===== src/design/stable_priority_queue_unit_macros.svh =====
// Assertion macros for the stable priority queue unit.
// Each check is sampled on clk_i. Defining ASSERT_OFF removes all checks.
`ifndef STABLE_PRIORITY_QUEUE_UNIT_MACROS_SVH
`define STABLE_PRIORITY_QUEUE_UNIT_MACROS_SVH

`ifndef ASSERT_OFF
// Checked only while rst_ni is high.
`define SPQ_ASSERT(lbl, prop, msg) \
  lbl: assert property (@(posedge clk_i) disable iff (!rst_ni) prop) else $error(msg);
// Checked during reset as well.
`define SPQ_ASSERT_ALWAYS(lbl, prop, msg) \
  lbl: assert property (@(posedge clk_i) prop) else $error(msg);
`else
`define SPQ_ASSERT(lbl, prop, msg)
`define SPQ_ASSERT_ALWAYS(lbl, prop, msg)
`endif

`endif


===== src/design/spq_pkg.sv =====
package spq_pkg;

  localparam int unsigned PrioW  = 3;
  localparam int unsigned TagW   = 16;
  localparam int unsigned StatW  = 2;
  localparam int unsigned RcntW  = 5;

  localparam logic CmdInsert = 1'b0;
  localparam logic CmdCall   = 1'b1;

  localparam logic [StatW-1:0] StOk    = 2'd0;
  localparam logic [StatW-1:0] StEmpty = 2'd1;
  localparam logic [StatW-1:0] StFull  = 2'd2;

  typedef struct packed {
    logic [PrioW-1:0] prio;
    logic [TagW-1:0]  tag;
  } entry_t;

  typedef struct packed {
    logic ins;
    logic call;
  } cell_ctrl_t;

endpackage


===== src/design/spq_cell.sv =====
module spq_cell (
  input  logic              clk_i,
  input  spq_pkg::cell_ctrl_t ctrl_i,
  input  logic              occ_i,
  input  logic              left_keep_i,
  input  spq_pkg::entry_t   new_i,
  input  spq_pkg::entry_t   left_i,
  input  spq_pkg::entry_t   right_i,
  output logic              keep_o,
  output spq_pkg::entry_t   entry_o
);
  import spq_pkg::*;

  entry_t entry_q, entry_d;

  // An occupied cell whose priority does not exceed the new one stays put.
  assign keep_o = occ_i && (entry_q.prio <= new_i.prio);

  always_comb begin
    entry_d = entry_q;
    if (ctrl_i.ins) begin
      if (!keep_o) begin
        entry_d = left_keep_i ? new_i : left_i;
      end
    end else if (ctrl_i.call) begin
      entry_d = right_i;
    end
  end

  always_ff @(posedge clk_i) begin
    entry_q <= entry_d;
  end

  assign entry_o = entry_q;

endmodule


===== src/design/stable_priority_queue_unit.sv =====
// Stable priority queue. Holds up to QUEUE_DEPTH entries (priority, tag) in a
// row of cells kept sorted by priority, head in cell 0; lower numbers leave
// first and equal priorities leave in arrival order. A request with command
// insert places its entry after every held entry of lower or equal priority;
// a full queue drops it and reports status full. A request with command call
// removes the head and returns its tag and priority; an empty queue reports
// status empty with zero tag and priority. Every request gives exactly one
// result carrying the entry count left after it (low five bits). Throughput
// is one request per cycle while the output is not stalled: every cell
// compares its priority with the new one in parallel and loads from itself,
// its left neighbor, the new entry or its right neighbor in a single pass,
// and the result sits in an output register that accepts the next request
// whenever it is empty or being drained. Priority bits above PRIORITY_BITS
// are ignored. Stored entries need no clearing after reset; only cells below
// the entry count are ever read.
`include "stable_priority_queue_unit_macros.svh"

module stable_priority_queue_unit #(
  parameter int unsigned QUEUE_DEPTH   = 16,
  parameter int unsigned PRIORITY_BITS = 3
) (
  input  logic                         clk_i,
  input  logic                         rst_ni,
  input  logic                         in_valid_i,
  output logic                         in_stall_o,
  input  logic                         command_i,
  input  logic [spq_pkg::PrioW-1:0]    priority_req_i,
  input  logic [spq_pkg::TagW-1:0]     entry_tag_i,
  output logic                         out_valid_o,
  input  logic                         out_stall_i,
  output logic [spq_pkg::StatW-1:0]    status_o,
  output logic [spq_pkg::TagW-1:0]     called_tag_o,
  output logic [spq_pkg::PrioW-1:0]    called_priority_o,
  output logic [spq_pkg::RcntW-1:0]    remaining_count_o
);
  import spq_pkg::*;

  localparam int unsigned CntW = $clog2(QUEUE_DEPTH + 1);
  localparam logic [PrioW-1:0] PrioMask =
    (PRIORITY_BITS >= PrioW) ? {PrioW{1'b1}} : PrioW'((1 << PRIORITY_BITS) - 1);
  localparam logic [CntW-1:0] DepthCnt = CntW'(QUEUE_DEPTH);

  logic [CntW-1:0] count_q, count_d;
  logic            accept;
  logic            is_full, is_empty;
  logic            do_ins, do_call;
  cell_ctrl_t      ctrl;
  entry_t          new_entry;
  entry_t          cell_q [QUEUE_DEPTH];
  logic [QUEUE_DEPTH-1:0] keep;

  logic             out_valid_q;
  logic [StatW-1:0] status_q, status_d;
  logic [TagW-1:0]  tag_q, tag_d;
  logic [PrioW-1:0] prio_q, prio_d;
  logic [CntW+RcntW-1:0] cnt_ext;
  logic [RcntW-1:0] rcnt_q;

  // Take a new request whenever the result register is free or draining.
  assign in_stall_o = out_valid_q && out_stall_i;
  assign accept     = in_valid_i && !in_stall_o;

  assign is_full  = (count_q == DepthCnt);
  assign is_empty = (count_q == '0);
  assign do_ins   = accept && (command_i == CmdInsert) && !is_full;
  assign do_call  = accept && (command_i == CmdCall) && !is_empty;

  assign ctrl.ins  = do_ins;
  assign ctrl.call = do_call;

  assign new_entry.prio = priority_req_i & PrioMask;
  assign new_entry.tag  = entry_tag_i;

  // Row of cells: each one holds, shifts right or takes the new entry on insert, shifts left on call.
  for (genvar i = 0; i < QUEUE_DEPTH; i++) begin : g_cell
    logic   occ;
    logic   left_keep;
    entry_t left_entry;
    entry_t right_entry;

    assign occ = (CntW'(i) < count_q);

    if (i == 0) begin : g_head
      assign left_keep  = 1'b1;
      assign left_entry = new_entry;
    end else begin : g_body
      assign left_keep  = keep[i-1];
      assign left_entry = cell_q[i-1];
    end

    if (i == QUEUE_DEPTH - 1) begin : g_tail
      assign right_entry = cell_q[i];
    end else begin : g_inner
      assign right_entry = cell_q[i+1];
    end

    spq_cell u_cell (
      .clk_i       (clk_i),
      .ctrl_i      (ctrl),
      .occ_i       (occ),
      .left_keep_i (left_keep),
      .new_i       (new_entry),
      .left_i      (left_entry),
      .right_i     (right_entry),
      .keep_o      (keep[i]),
      .entry_o     (cell_q[i])
    );
  end

  // Count after this request; full and empty cases leave it unchanged.
  always_comb begin
    count_d = count_q;
    if (do_ins) begin
      count_d = count_q + 1'b1;
    end else if (do_call) begin
      count_d = count_q - 1'b1;
    end
  end

  // Build the result of the request.
  always_comb begin
    status_d = StOk;
    tag_d    = '0;
    prio_d   = '0;
    if (command_i == CmdInsert) begin
      if (is_full) begin
        status_d = StFull;
      end
    end else if (is_empty) begin
      status_d = StEmpty;
    end else begin
      tag_d  = cell_q[0].tag;
      prio_d = cell_q[0].prio;
    end
  end

  assign cnt_ext = {{RcntW{1'b0}}, count_d};

  always_ff @(posedge clk_i or negedge rst_ni) begin
    if (!rst_ni) begin
      count_q     <= '0;
      out_valid_q <= 1'b0;
    end else begin
      count_q <= count_d;
      if (accept) begin
        out_valid_q <= 1'b1;
      end else if (!out_stall_i) begin
        out_valid_q <= 1'b0;
      end
    end
  end

  // Hold the result payload until the next request is taken.
  always_ff @(posedge clk_i) begin
    if (accept) begin
      status_q <= status_d;
      tag_q    <= tag_d;
      prio_q   <= prio_d;
      rcnt_q   <= cnt_ext[RcntW-1:0];
    end
  end

  assign out_valid_o       = out_valid_q;
  assign status_o          = status_q;
  assign called_tag_o      = tag_q;
  assign called_priority_o = prio_q;
  assign remaining_count_o = rcnt_q;

  `SPQ_ASSERT(a_count_bound, count_q <= DepthCnt, "entry count exceeds queue depth")
  `SPQ_ASSERT(a_ins_grows, do_ins |=> (count_q == CntW'($past(count_q) + 1'b1)), "insert did not grow count")
  `SPQ_ASSERT(a_call_shrinks, do_call |=> (count_q == CntW'($past(count_q) - 1'b1)), "call did not shrink count")
  `SPQ_ASSERT(a_head_sorted, (count_q >= CntW'(2)) |-> (cell_q[0].prio <= cell_q[1].prio), "head cells out of order")
  `SPQ_ASSERT_ALWAYS(a_stall_needs_valid, in_stall_o |-> out_valid_q, "input stalled with empty result register")

endmodule

===== config.mk =====
export PLATFORM = sky130hd
export DESIGN_NAME = stable_priority_queue_unit
export DESIGN_NICKNAME = d
export VERILOG_FILES = /design/src/design/spq_pkg.sv /design/src/design/spq_cell.sv /design/src/design/stable_priority_queue_unit.sv
export VERILOG_INCLUDE_DIRS = /design/src /design/src/design
export SDC_FILE = /design/constraint.sdc
export NUM_CORES = 1
export LEC_CHECK = 0
export BUFFER_PORTS_ARGS = -buffer_cell sky130_fd_sc_hd__buf_2
export CAP_MARGIN = 5
export CORE_ASPECT_RATIO = 0.6
export CORE_MARGIN = 2
export CORE_UTILIZATION = 35
export DETAILED_ROUTE_END_ITERATION = 6
export GPL_TIMING_DRIVEN = 0
export MAX_ROUTING_LAYER = met4
export PLACE_DENSITY_LB_ADDON = 0.08
export RECOVER_POWER = 25
export SETUP_SLACK_MARGIN = 0.2
export SLEW_MARGIN = 40
export SYNTH_ARGS = -nofsm -noshare
export SYNTH_HDL_FRONTEND = slang
export SYNTH_SLANG_ARGS = --single-unit
export TNS_END_PERCENT = 5

===== constraint.sdc =====
create_clock -name clk_i -period 5.6 [get_ports clk_i]
set_input_delay 0.84 -clock clk_i [delete_from_list [all_inputs] [get_ports clk_i]]
set_output_delay 0.84 -clock clk_i [all_outputs]
set_load 0.05 [all_outputs]

==> impl_metrics.tcl, run 1 <==
set metrics [dict create \
    cell_internal_pwr_mw 5.44 \
    max_freq_mhz 208 \
    antenna_found_initial 0 \
    status "finished with violations" \
    synth_top_cell_by_area "sky130_fd_sc_hd__edfxtp_1" \
    power_leakage_nw 6.69 \
    yosys_warnings 0 \
    detail_route.drc_violations 0 \
    cts_buffers 37 \
    setup_viol 0 \
    worst_slew_pin_slew_ns 1.91 \
    min_period_ns 4.80 \
    clock_sinks 336 \
    total_switching_power_mw 3.53 \
    rsz0062_at_grt "false" \
    synth.area.mux_share_pct 1.23 \
    critical-path-top-delay-family "compound AO/OA/AOI/OAI gates" \
    yosys.area_share.adder_pct 3.75 \
    place.detailed.instances 2311 \
    hold_viol_final 0 \
    port_buffers 51 \
    worstPathMaxFanout 19 \
    die-area_um2 51400 \
    grt_pass1_wl_um 90000 \
    detail_route.iter0.violations 1739 \
    timing.critical_path.cells "clkbuf_1 -> inv_1 -> ha_1 -> a311oi_1 -> clkbuf_1 -> buf_2 -> o21ai_0 -> nand2_2" \
    pwr-share-comb_pct 33.2 \
    clkLatencyLatePin_ns 0.54 \
    clock_power_share_pct 26.4 \
    min_path_type "in -> async" \
    timing_worst_setup_path_type "reg -> reg" \
    powerDensity_nw_per_um2 457 \
    ctsRootBufferMaster "sky130_fd_sc_hd__clkbuf_16" \
    ys.flop_type "sky130_fd_sc_hd__edfxtp_1" \
    postCtsSetupRepairBufs 0 \
    synthMostInstantiatedCell "sky130_fd_sc_hd__edfxtp_1" \
    core_area_um2 49200 \
    cts_repair_resize_count 0 \
    clock_skew_ns 0.0257 \
    synth_enable_flop_cells 330 \
    half_perimeter_wire_length_after_detailed_placement_um 48800 \
    synthDominantCellAreaShare_pct 57.2 \
    synth.lib_cells_used.distinct 41 \
    critPathMostFrequentCell "sky130_fd_sc_hd__clkbuf_1" \
    timing.hold.ws_ns 0.184 \
    critical_path.endpoint_type "flop" \
    yosys.area_share.xor_xnor_pct 0.202 \
    async_reset_ff_share_pct 1.79 \
    gp_congestion 0.851 \
    combinational_family_with_the_most_area_after_synthesis "compound AO/OA/AOI/OAI gates" \
    drv_cap 2 \
    placedInstanceArea_um2 18600 \
    die_height_um 176 \
    switching_power_share_of_the_total_pct 39.3 \
    sequentialPowerShare_pct 40.4 \
    worst_ep_required_time_ns 5.78 \
    slew-limit-headroom_pct -27.9 \
    layout.core_utilization_pct 39.9 \
    slowest_cell_on_the_critical_path "sky130_fd_sc_hd__a311oi_1" \
    worst_path_buf_inv 4 \
    syn-cell-area_um2 17300 \
    synth_common_cells "sky130_fd_sc_hd__edfxtp_1, sky130_fd_sc_hd__nand2_1, sky130_fd_sc_hd__nand3_1, sky130_fd_sc_hd__o211ai_1, sky130_fd_sc_hd__clkbuf_1" \
    ff2ff_setup_slack_ns 0.80 \
    final_nets 1776 \
    post_cts_hold_buffer_count 0 \
    synth_nets 1680 \
    wire_per_inst_um 25.9 \
    synthSimpleGateAreaFrac_pct 15.2 \
    synth_compound_gate_area_share_pct 17.0 \
    gr-total-overflow 0 \
    synthesis.instances 1604 \
    post_synth.cell_area_avg_um2 10.8 \
    routed-via-count 14000 \
    start_util_pct 35.3 \
    clkSlewWorstSetupHoldPaths_ns 0.06 \
    firstDrtPassIters 6 \
    violations "capacitance limit, slew limit" \
    row_count 63 \
    report.final.slew_viol_count 41 \
    finalWirelength_um 61500 \
    pin_count_of_the_biggest_net_entering_global_routing 31 \
    totalPowerFinal_mw 8.97 \
    cts.htree.levels 2 \
    post-route-cell-area_um2 19600 \
    grt_usage_pct 24.4 \
    ys_seq_area_share_pct 58.0 \
    first_global_vias 14100 \
    vias_per_cell 5.89 \
    chipWidth_um 291 \
    timing.critical_path.from_type "flop" \
    synth_seq_cells 336 \
    ios 52 \
    areaGrowthSynthToFinish_pct 13.1 \
    fraction_of_final_layout_cells_sized_beyond_drive_strength_1_pct 9.15 \
    slowest_delay_ns 1.53 \
    worst_ir_drop_vdd_uv 199 \
    ant_nets 0 \
    post_synth_main_area_contributors "sky130_fd_sc_hd__edfxtp_1, sky130_fd_sc_hd__o211ai_1, sky130_fd_sc_hd__nand3_1" \
    final_cells 2377 \
    ctsLongestPathBuffers 3 \
    critPathArrivalTime_ns 4.98 \
    post_route_clock_period_utilization_pct 85.8 \
    clock_tree_from_tritoncts "built" \
]
-- cells by family after synthesis --
| family | Yosys count |
|---|---|
| muxes | 19 |
| AOI/OAI and AO/OA | 413 |
| and+or+nand+nor | 589 |
| buffers and inverters | 191 |
| xor gates and xnor gates | 4 |
| DFF | 336 |
| adders and majority gates | 52 |
-- through the flow --
step	TNS, ns	setup slack, ns
after floorplan	0	1.60
after global placement	-13.23	-0.701
after detailed placement	0	0.805
after CTS	0	1.38
after global routing	0	0.563
final	0	0.797
-- sequential cells by signal (all words and copies together) (netlist names) --
signal                 cells
count_q                    5
called_tag_o              16
g_cell.u_cell.entry_o    304
out_valid_o                1
called_priority_o          3
status_o                   2
remaining_count_o          5
-- power groups by stage --
stage / Sequential, mW / Combinational (mW) / Clock, mW
final: 3.62 / 2.98 / 2.37
after global routing: 3.67 / 3.21 / 2.51
after CTS: 3.62 / 2.92 / 2.40
after detailed placement: 3.66 / 2.91 / 0
after global placement: 3.68 / 2.81 / 0
after floorplan: 3.66 / 1.72 / 0
-- worst paths after layout --
check                      cells after the start                                 endpoint                                    start
max                                            8  g_cell[11].u_cell.entry_o[11]$_DFFE_PP_                     count_q[1]$_DFF_PN0_
min                                            1                     count_q[2]$_DFF_PN0_                                   rst_ni
max reg2reg                                    8  g_cell[11].u_cell.entry_o[11]$_DFFE_PP_                     count_q[1]$_DFF_PN0_
min reg2reg                                    2  g_cell[14].u_cell.entry_o[11]$_DFFE_PP_  g_cell[15].u_cell.entry_o[11]$_DFFE_PP_
max in group asynchronous                      1                     count_q[1]$_DFF_PN0_                                   rst_ni
min in group clk_i                             2                  out_valid_o$_DFFE_PN0P_                               in_valid_i
-- layout by cell type, fill, tap and decap left out, types with 3 or more instances in the layout --
master                      Yosys  layout
sky130_fd_sc_hd__edfxtp_1     330     330
sky130_fd_sc_hd__nand2_1      260     253
sky130_fd_sc_hd__nand3_1      226     226
sky130_fd_sc_hd__o211ai_1     180     180
sky130_fd_sc_hd__clkbuf_1      90     142
sky130_fd_sc_hd__o21ai_0       74      74
sky130_fd_sc_hd__buf_2         54      61
sky130_fd_sc_hd__ha_1          52      52
sky130_fd_sc_hd__nor3_1        38      39
sky130_fd_sc_hd__a221o_1       38      38
sky130_fd_sc_hd__clkbuf_16      0      37
sky130_fd_sc_hd__inv_1         34      33
sky130_fd_sc_hd__a21oi_1       26      25
sky130_fd_sc_hd__nor2_1        27      24
sky130_fd_sc_hd__a31oi_1       21      21
sky130_fd_sc_hd__mux2_2        19      19
sky130_fd_sc_hd__a2bb2oi_1     19      19
sky130_fd_sc_hd__and2_0         0      12
sky130_fd_sc_hd__o21ai_1       13      12
sky130_fd_sc_hd__o221ai_1      11      11
sky130_fd_sc_hd__a211oi_1      10      10
sky130_fd_sc_hd__buf_1         10      10
sky130_fd_sc_hd__and2_1        21       9
sky130_fd_sc_hd__clkinv_1       1       8
sky130_fd_sc_hd__clkinv_2       0       8
sky130_fd_sc_hd__nor2b_1        7       7
sky130_fd_sc_hd__nand2_2        0       7
sky130_fd_sc_hd__o21a_1         6       6
sky130_fd_sc_hd__dfrtp_1        6       6
sky130_fd_sc_hd__buf_8          0       5
sky130_fd_sc_hd__o22ai_1        4       4
sky130_fd_sc_hd__a32oi_1        4       4
sky130_fd_sc_hd__nor2_4         0       3
-- routing by layer --
| layer | wire [µm] | global-route usage [%] | part of all wire [%] | up-vias |
|---|---|---|---|---|
| li1 | - | - | - | 6338 |
| met1 | 33200 | 39.5 | 54 | 7077 |
| met2 | 22500 | 30.0 | 37 | 538 |
| met3 | 4770 | 5.34 | 7.8 | 57 |
| met4 | 977 | 4.83 | 1.6 | 0 |
| met5 | 0 | - | 0 | - |
-- cell type report --
class	instances	area [µm²]
clock inverter	20	151
sequential	336	10100
fill	5018	29600
tap	650	813
multi-input combinational	1077	6530
antenna	1	2.50
buffer	156	641
clock buffer	45	956
timing repair buffer	57	320
inverter	35	133
(Power assumes the default switching activity.)
==> run 2: changes to the inputs <==
--- a/config.mk
+++ b/config.mk
@@ -14,7 +14,7 @@
 export DETAILED_ROUTE_END_ITERATION = 6
 export GPL_TIMING_DRIVEN = 0
 export MAX_ROUTING_LAYER = met4
-export PLACE_DENSITY_LB_ADDON = 0.08
+export PLACE_DENSITY = 0.55
 export RECOVER_POWER = 25
 export SETUP_SLACK_MARGIN = 0.2
 export SLEW_MARGIN = 40
==> run 2 against run 1 <==
Net effect: the flow now finishes without violations; largest cell class unchanged; highest routed layer unchanged; utilization down 0.18 points; sequential cell count unchanged; cell count down 0.17%; clock skew up 0.00081 ns; routed wire length down 1.4%; worst hold slack worse by 0.018 ns; non-clock buffer count unchanged.
==> impl_metrics.tcl, run 2 (synthesized netlist as in run 1, its figures left out) <==
set metrics [dict create \
    status "completed" \
    setup_viol 0 \
    first_global_vias 14100 \
    vias_per_cell 6.06 \
    critPathMostFrequentCell "sky130_fd_sc_hd__clkbuf_1" \
    die_height_um 176 \
    row_count 63 \
    cts_repair_resize_count 0 \
    final_cells 2373 \
    post_cts_hold_buffer_count 0 \
    critical_path.endpoint_type "flop" \
    worst_ir_drop_vdd_uv 235 \
    timing_worst_setup_path_type "in -> reg" \
    max_freq_mhz 225 \
    layout.core_utilization_pct 39.7 \
    worst_ep_required_time_ns 5.75 \
    worst_slack_ns 1.16 \
    pre_cts_slack_ns 1.10 \
    core_area_um2 49200 \
    post_route_clock_period_utilization_pct 79.2 \
    detail_route.drc_violations 0 \
    most_common_cell_after_layout_fill_and_taps_aside "sky130_fd_sc_hd__edfxtp_1" \
    place.detailed.instances 2311 \
    cts_buffers 36 \
    fraction_of_final_layout_cells_sized_beyond_drive_strength_1_pct 9.17 \
    largest_register_ffs 304 \
    clock_skew_ns 0.0265 \
    ant_nets 0 \
    timing.critical_path.cells "clkbuf_1 -> inv_1 -> ha_1 -> nand3_1 -> o21ai_0 -> o21ai_0 -> clkbuf_1 -> a21oi_1 -> nor2_1 -> clkbuf_1" \
    clkSlewWorstSetupHoldPaths_ns 0.06 \
    rsz0062_at_grt "false" \
    critPathArrivalTime_ns 4.59 \
    ctsRootBufferMaster "sky130_fd_sc_hd__clkbuf_16" \
    timing.setup.tns_ns 0 \
    worstPathMaxFanout 17 \
    half_perimeter_wire_length_after_detailed_placement_um 47700 \
    layout.cells.most_common_list "sky130_fd_sc_hd__edfxtp_1, sky130_fd_sc_hd__nand2_1, sky130_fd_sc_hd__nand3_1, sky130_fd_sc_hd__o211ai_1, sky130_fd_sc_hd__clkbuf_1" \
    hold_viol_final 0 \
    postCtsSetupRepairBufs 0 \
    min_period_ns 4.44 \
    powerDensity_nw_per_um2 454 \
    totalPowerFinal_mw 8.87 \
    ios 52 \
    die-area_um2 51400 \
    gp_congestion 0.912 \
    cts.htree.levels 2 \
    port_buffers 51 \
    antenna_found_initial 0 \
    report.final.slew_viol_count 0 \
    slowest_cell_on_the_critical_path "sky130_fd_sc_hd__clkbuf_1" \
    clock_tree_from_tritoncts "built" \
    chipWidth_um 291 \
    pin_count_of_the_biggest_net_entering_global_routing 31 \
    areaGrowthSynthToFinish_pct 12.6 \
    min_path_type "in -> async" \
    start_util_pct 35.3 \
    gr-total-overflow 0 \
    firstDrtPassIters 6 \
    drv_cap 0 \
    antennaDiodeCount 0 \
    grt_pass1_wl_um 89600 \
    clock_sinks 336 \
    timing.critical_path.from_type "input pin" \
    final_nets 1775 \
    worst_slew_pin_slew_ns 1.42 \
    detail_route.iter0.violations 1909 \
    slew-limit-headroom_pct 4.53 \
    finalWirelength_um 60600 \
    routed-via-count 14400 \
    clkLatencyLatePin_ns 0.56 \
    slowest_delay_ns 0.98 \
    ctsLongestPathBuffers 3 \
    wire_per_inst_um 25.5 \
    power_leakage_nw 6.67 \
    grt_usage_pct 23.9 \
]
## run 2: critical path, delay by kind of cell
family / cells / cell delay [ns]
AOI/OAI and AO/OA: 3 / 0.50
adders and majority gates: 1 / 0.46
buffers and inverters: 4 / 2.45
and+or+nand+nor: 2 / 0.30
## run 2: worst paths after layout
kind	from	to	slack [ns]	depth (start not counted)
worst max-delay path	priority_req_i[1]	g_cell[2].u_cell.entry_o[11]$_DFFE_PP_	1.16	10
worst min-delay path	rst_ni	count_q[2]$_DFF_PN0_	0.17	1
worst max register to register	count_q[1]$_DFF_PN0_	g_cell[2].u_cell.entry_o[11]$_DFFE_PP_	1.39	9
worst min register to register	g_cell[15].u_cell.entry_o[4]$_DFFE_PP_	g_cell[14].u_cell.entry_o[4]$_DFFE_PP_	0.55	2
max in group asynchronous	rst_ni	count_q[1]$_DFF_PN0_	5.19	1
min in group clk_i	in_valid_i	out_valid_o$_DFFE_PN0P_	0.50	2
## run 2: report_power, final
part	internal, mW	total (mW)	switching, mW
sequential	3.39	3.63	0.234
clock	1.19	2.25	1.06
combinational	0.740	2.99	2.25
## run 2: per-stage QoR
| step | hold WS [ns] | instance area, µm² |
|---|---|---|
| floorplan | 0.514 | 17300 |
| global placement | 0.541 | 18400 |
| detailed placement | 0.525 | 18600 |
| CTS | 0.105 | 19600 |
| global route | 0.187 | 19500 |
| finish | 0.166 | 19500 |
## run 2: per-layer routing
metal / global-route usage, % / share of wire [%]
met5: - / 0
met4: 4.51 / 1.5
met2: 29.2 / 37
met3: 5.94 / 11
met1: 38.6 / 51
## run 2: area by class of cell
class / count / area (µm²)
Timing Repair Buffer: 57 / 298
Inverter: 35 / 133
Buffer: 156 / 652
Multi-Input combinational cell: 1077 / 6540
Clock inverter: 17 / 96.3
Sequential cell: 336 / 10100
Clock buffer: 45 / 935
Tap cell: 650 / 813
Fill cell: 4886 / 29700
==> run 3: changes to the inputs <==
--- a/config.mk
+++ b/config.mk
@@ -14,7 +14,7 @@
 export DETAILED_ROUTE_END_ITERATION = 6
 export GPL_TIMING_DRIVEN = 0
 export MAX_ROUTING_LAYER = met4
-export PLACE_DENSITY = 0.55
+export PLACE_DENSITY = 0.57
 export RECOVER_POWER = 25
 export SETUP_SLACK_MARGIN = 0.2
 export SLEW_MARGIN = 40
==> constraint.sdc (replaced) <==
create_clock -name clk_i -period 3.9 [get_ports clk_i]
set_input_delay 0.585 -clock clk_i [delete_from_list [all_inputs] [get_ports clk_i]]
set_output_delay 0.585 -clock clk_i [all_outputs]
set_load 0.05 [all_outputs]
==> run 3 against run 2 <==
Net effect: combinational power is 43% higher; clock power is 56% higher; sequential cell count stayed put; sequential share of layout area is 0.52 points lower; non-clock buffer count is 4 higher; total power is 46% higher.
==> impl_metrics.tcl, run 3 (synthesized netlist as in run 1, its figures left out) <==
set metrics [dict create \
    status "completed" \
    critPathArrivalTime_ns 4.13 \
    powerDensity_nw_per_um2 659 \
    placedInstanceArea_um2 18600 \
    cell_internal_pwr_mw 8.00 \
    clock_skew_ns 0.0318 \
    pin_count_of_the_biggest_net_entering_global_routing 31 \
    reg2regPathDepth 9 \
    firstDrtPassIters 5 \
    vias_per_cell 5.97 \
    cts_buffers 34 \
    switching_power_share_of_the_total_pct 38.4 \
    ff2ff_setup_slack_ns 0.36 \
    wire_per_inst_um 24.7 \
    r2r_start "count_q[1]$_DFF_PN0_" \
    first_global_vias 13600 \
    total_switching_power_mw 4.99 \
    worst_ep_required_time_ns 4.27 \
    timing.setup.tns_ns 0 \
    timing_worst_setup_path_type "in -> reg" \
    ios 52 \
    timing.hold.worst_path_depth 2 \
    ant_nets 0 \
    antenna_found_initial 0 \
    clock_tree_from_tritoncts "built" \
    worstPathMaxFanout 16 \
    clock_sinks 336 \
    setup_viol 0 \
    rsz0062_at_grt "true" \
    layout.filler_cells 4846 \
    min_period_ns 3.77 \
    post-route-cell-area_um2 19700 \
    register_area_um2 10100 \
    ctsLongestPathBuffers 3 \
    drv_cap 0 \
    cts.htree.levels 2 \
    areaGrowthSynthToFinish_pct 13.7 \
    detail_route.iter0.violations 1956 \
    clkSlewWorstSetupHoldPaths_ns 0.06 \
    grt_usage_pct 23.4 \
    clkLatencyLatePin_ns 0.55 \
    clock_power_share_pct 27.1 \
    max_freq_mhz 265 \
    die_height_um 176 \
    timing.critical_path.from_type "input pin" \
    worstReg2RegEnd "g_cell[15].u_cell.entry_o[14]$_DFFE_PP_" \
    row_count 63 \
    half_perimeter_wire_length_after_detailed_placement_um 46600 \
    hold_viol_final 0 \
    fraction_of_final_layout_cells_sized_beyond_drive_strength_1_pct 9.85 \
    worst_slew_pin_slew_ns 1.37 \
    core_area_um2 49200 \
    critical_path.endpoint_type "flop" \
    worst_ir_drop_vdd_uv 292 \
    port_buffers 51 \
    finalWirelength_um 58700 \
    power_leakage_nw 6.75 \
    most_common_cell_after_layout_fill_and_taps_aside "sky130_fd_sc_hd__edfxtp_1" \
    crit_end "g_cell[6].u_cell.entry_o[12]$_DFFE_PP_" \
    grt_pass1_wl_um 87400 \
    ctsRootBufferMaster "sky130_fd_sc_hd__clkbuf_16" \
    sequentialPowerShare_pct 40.0 \
    gp_congestion 0.892 \
    chipWidth_um 291 \
    crit_path_start "priority_req_i[1]" \
    report.final.slew_viol_count 0 \
    gr-total-overflow 0 \
    die-area_um2 51400 \
    layout.cells.most_common_list "sky130_fd_sc_hd__edfxtp_1, sky130_fd_sc_hd__nand2_1, sky130_fd_sc_hd__nand3_1, sky130_fd_sc_hd__o211ai_1, sky130_fd_sc_hd__clkbuf_1" \
    min_path_type "in -> reg" \
    area_occupied_by_multi_input_gates_um2 6570 \
    slew-limit-headroom_pct 7.80 \
    routed-via-count 14200 \
    start_util_pct 35.3 \
    layout.core_utilization_pct 40.1 \
    detail_route.drc_violations 0 \
    largest_register_ffs 304 \
    final_nets 1777 \
    post_route_clock_period_utilization_pct 96.6 \
    pwr-share-comb_pct 33.0 \
]
==> run 3: through the flow <==
step | hold WS [ns] | cells | setup slack (ns) | power [mW]
after global placement | 0.418 | 2305 | -1.11 | 9.21
after detailed placement | 0.434 | 2311 | -0.333 | 9.36
after floorplan | 0.289 | 1604 | 0.566 | 7.73
after global routing | 0.280 | 2376 | 0.0447 | 13.6
after CTS | 0.256 | 2373 | 0.166 | 12.9
final | 0.273 | 2377 | 0.131 | 13.0
==> run 3: how the worst min path moves through the flow <==
| stage | startpoint | end | slack (ns) |
|---|---|---|---|
| 2_1_floorplan | rst_ni | count_q[0]$_DFF_PN0_ | 0.29 |
| 3_3_place_gp | rst_ni | count_q[2]$_DFF_PN0_ | 0.42 |
| 3_5_place_dp | rst_ni | out_valid_o$_DFFE_PN0P_ | 0.43 |
| 4_1_cts | in_valid_i | out_valid_o$_DFFE_PN0P_ | 0.26 |
| 5_1_grt | in_valid_i | out_valid_o$_DFFE_PN0P_ | 0.28 |
| 6_report | in_valid_i | out_valid_o$_DFFE_PN0P_ | 0.27 |
==> run 3: what timing repair did <==
action / in CTS / in global routing
buffers inserted: 0 / 3
endpoints found under the setup margin: 88 / 236
resized for setup: 1 / 15
endpoints found under the hold margin: 6 / 0
hold buffers: 1 / 0
pin swaps: 0 / 1
==> run 3: area by class of cell <==
| type | instances | area share, % |
|---|---|---|
| multi-input cells | 1077 | 33.3 |
| repair buffers | 61 | 1.73 |
| diodes | 1 | 0.0127 |
| inverters | 35 | 0.711 |
| plain buffers | 156 | 3.30 |
| well taps | 650 | 4.12 |
| flip-flops and latches | 336 | 51.0 |
| clock inverters | 15 | 1.14 |
| clock buffers | 46 | 4.65 |
==> run 3: worst max-delay path, cell delays in order <==
cell	delay, ns
sky130_fd_sc_hd__buf_2	0.18
sky130_fd_sc_hd__clkinvlp_4	0.45
sky130_fd_sc_hd__ha_1	0.47
sky130_fd_sc_hd__nor2b_1	0.14
sky130_fd_sc_hd__o21a_1	0.17
sky130_fd_sc_hd__o21ai_0	1.04
sky130_fd_sc_hd__clkbuf_1	0.63
sky130_fd_sc_hd__a31oi_1	0.20
sky130_fd_sc_hd__a21oi_1	0.24
==> run 3: layer usage <==
layer	GRT usage (%)	vias up	share of wire, %
met5	-	-	0
met4	4.68	0	1.8
met3	6.60	81	12
met2	28.3	780	36
met1	37.3	7004	51
li1	-	6323	-
==> run 3: power by group through the flow <==
stage / registers, mW / clock network [mW] / logic, mW
floorplan: 5.26 / 0 / 2.48
global placement: 5.26 / 0 / 3.95
detailed placement: 5.25 / 0 / 4.11
CTS: 5.18 / 3.57 / 4.13
global route: 5.26 / 3.71 / 4.61
finish: 5.19 / 3.52 / 4.28
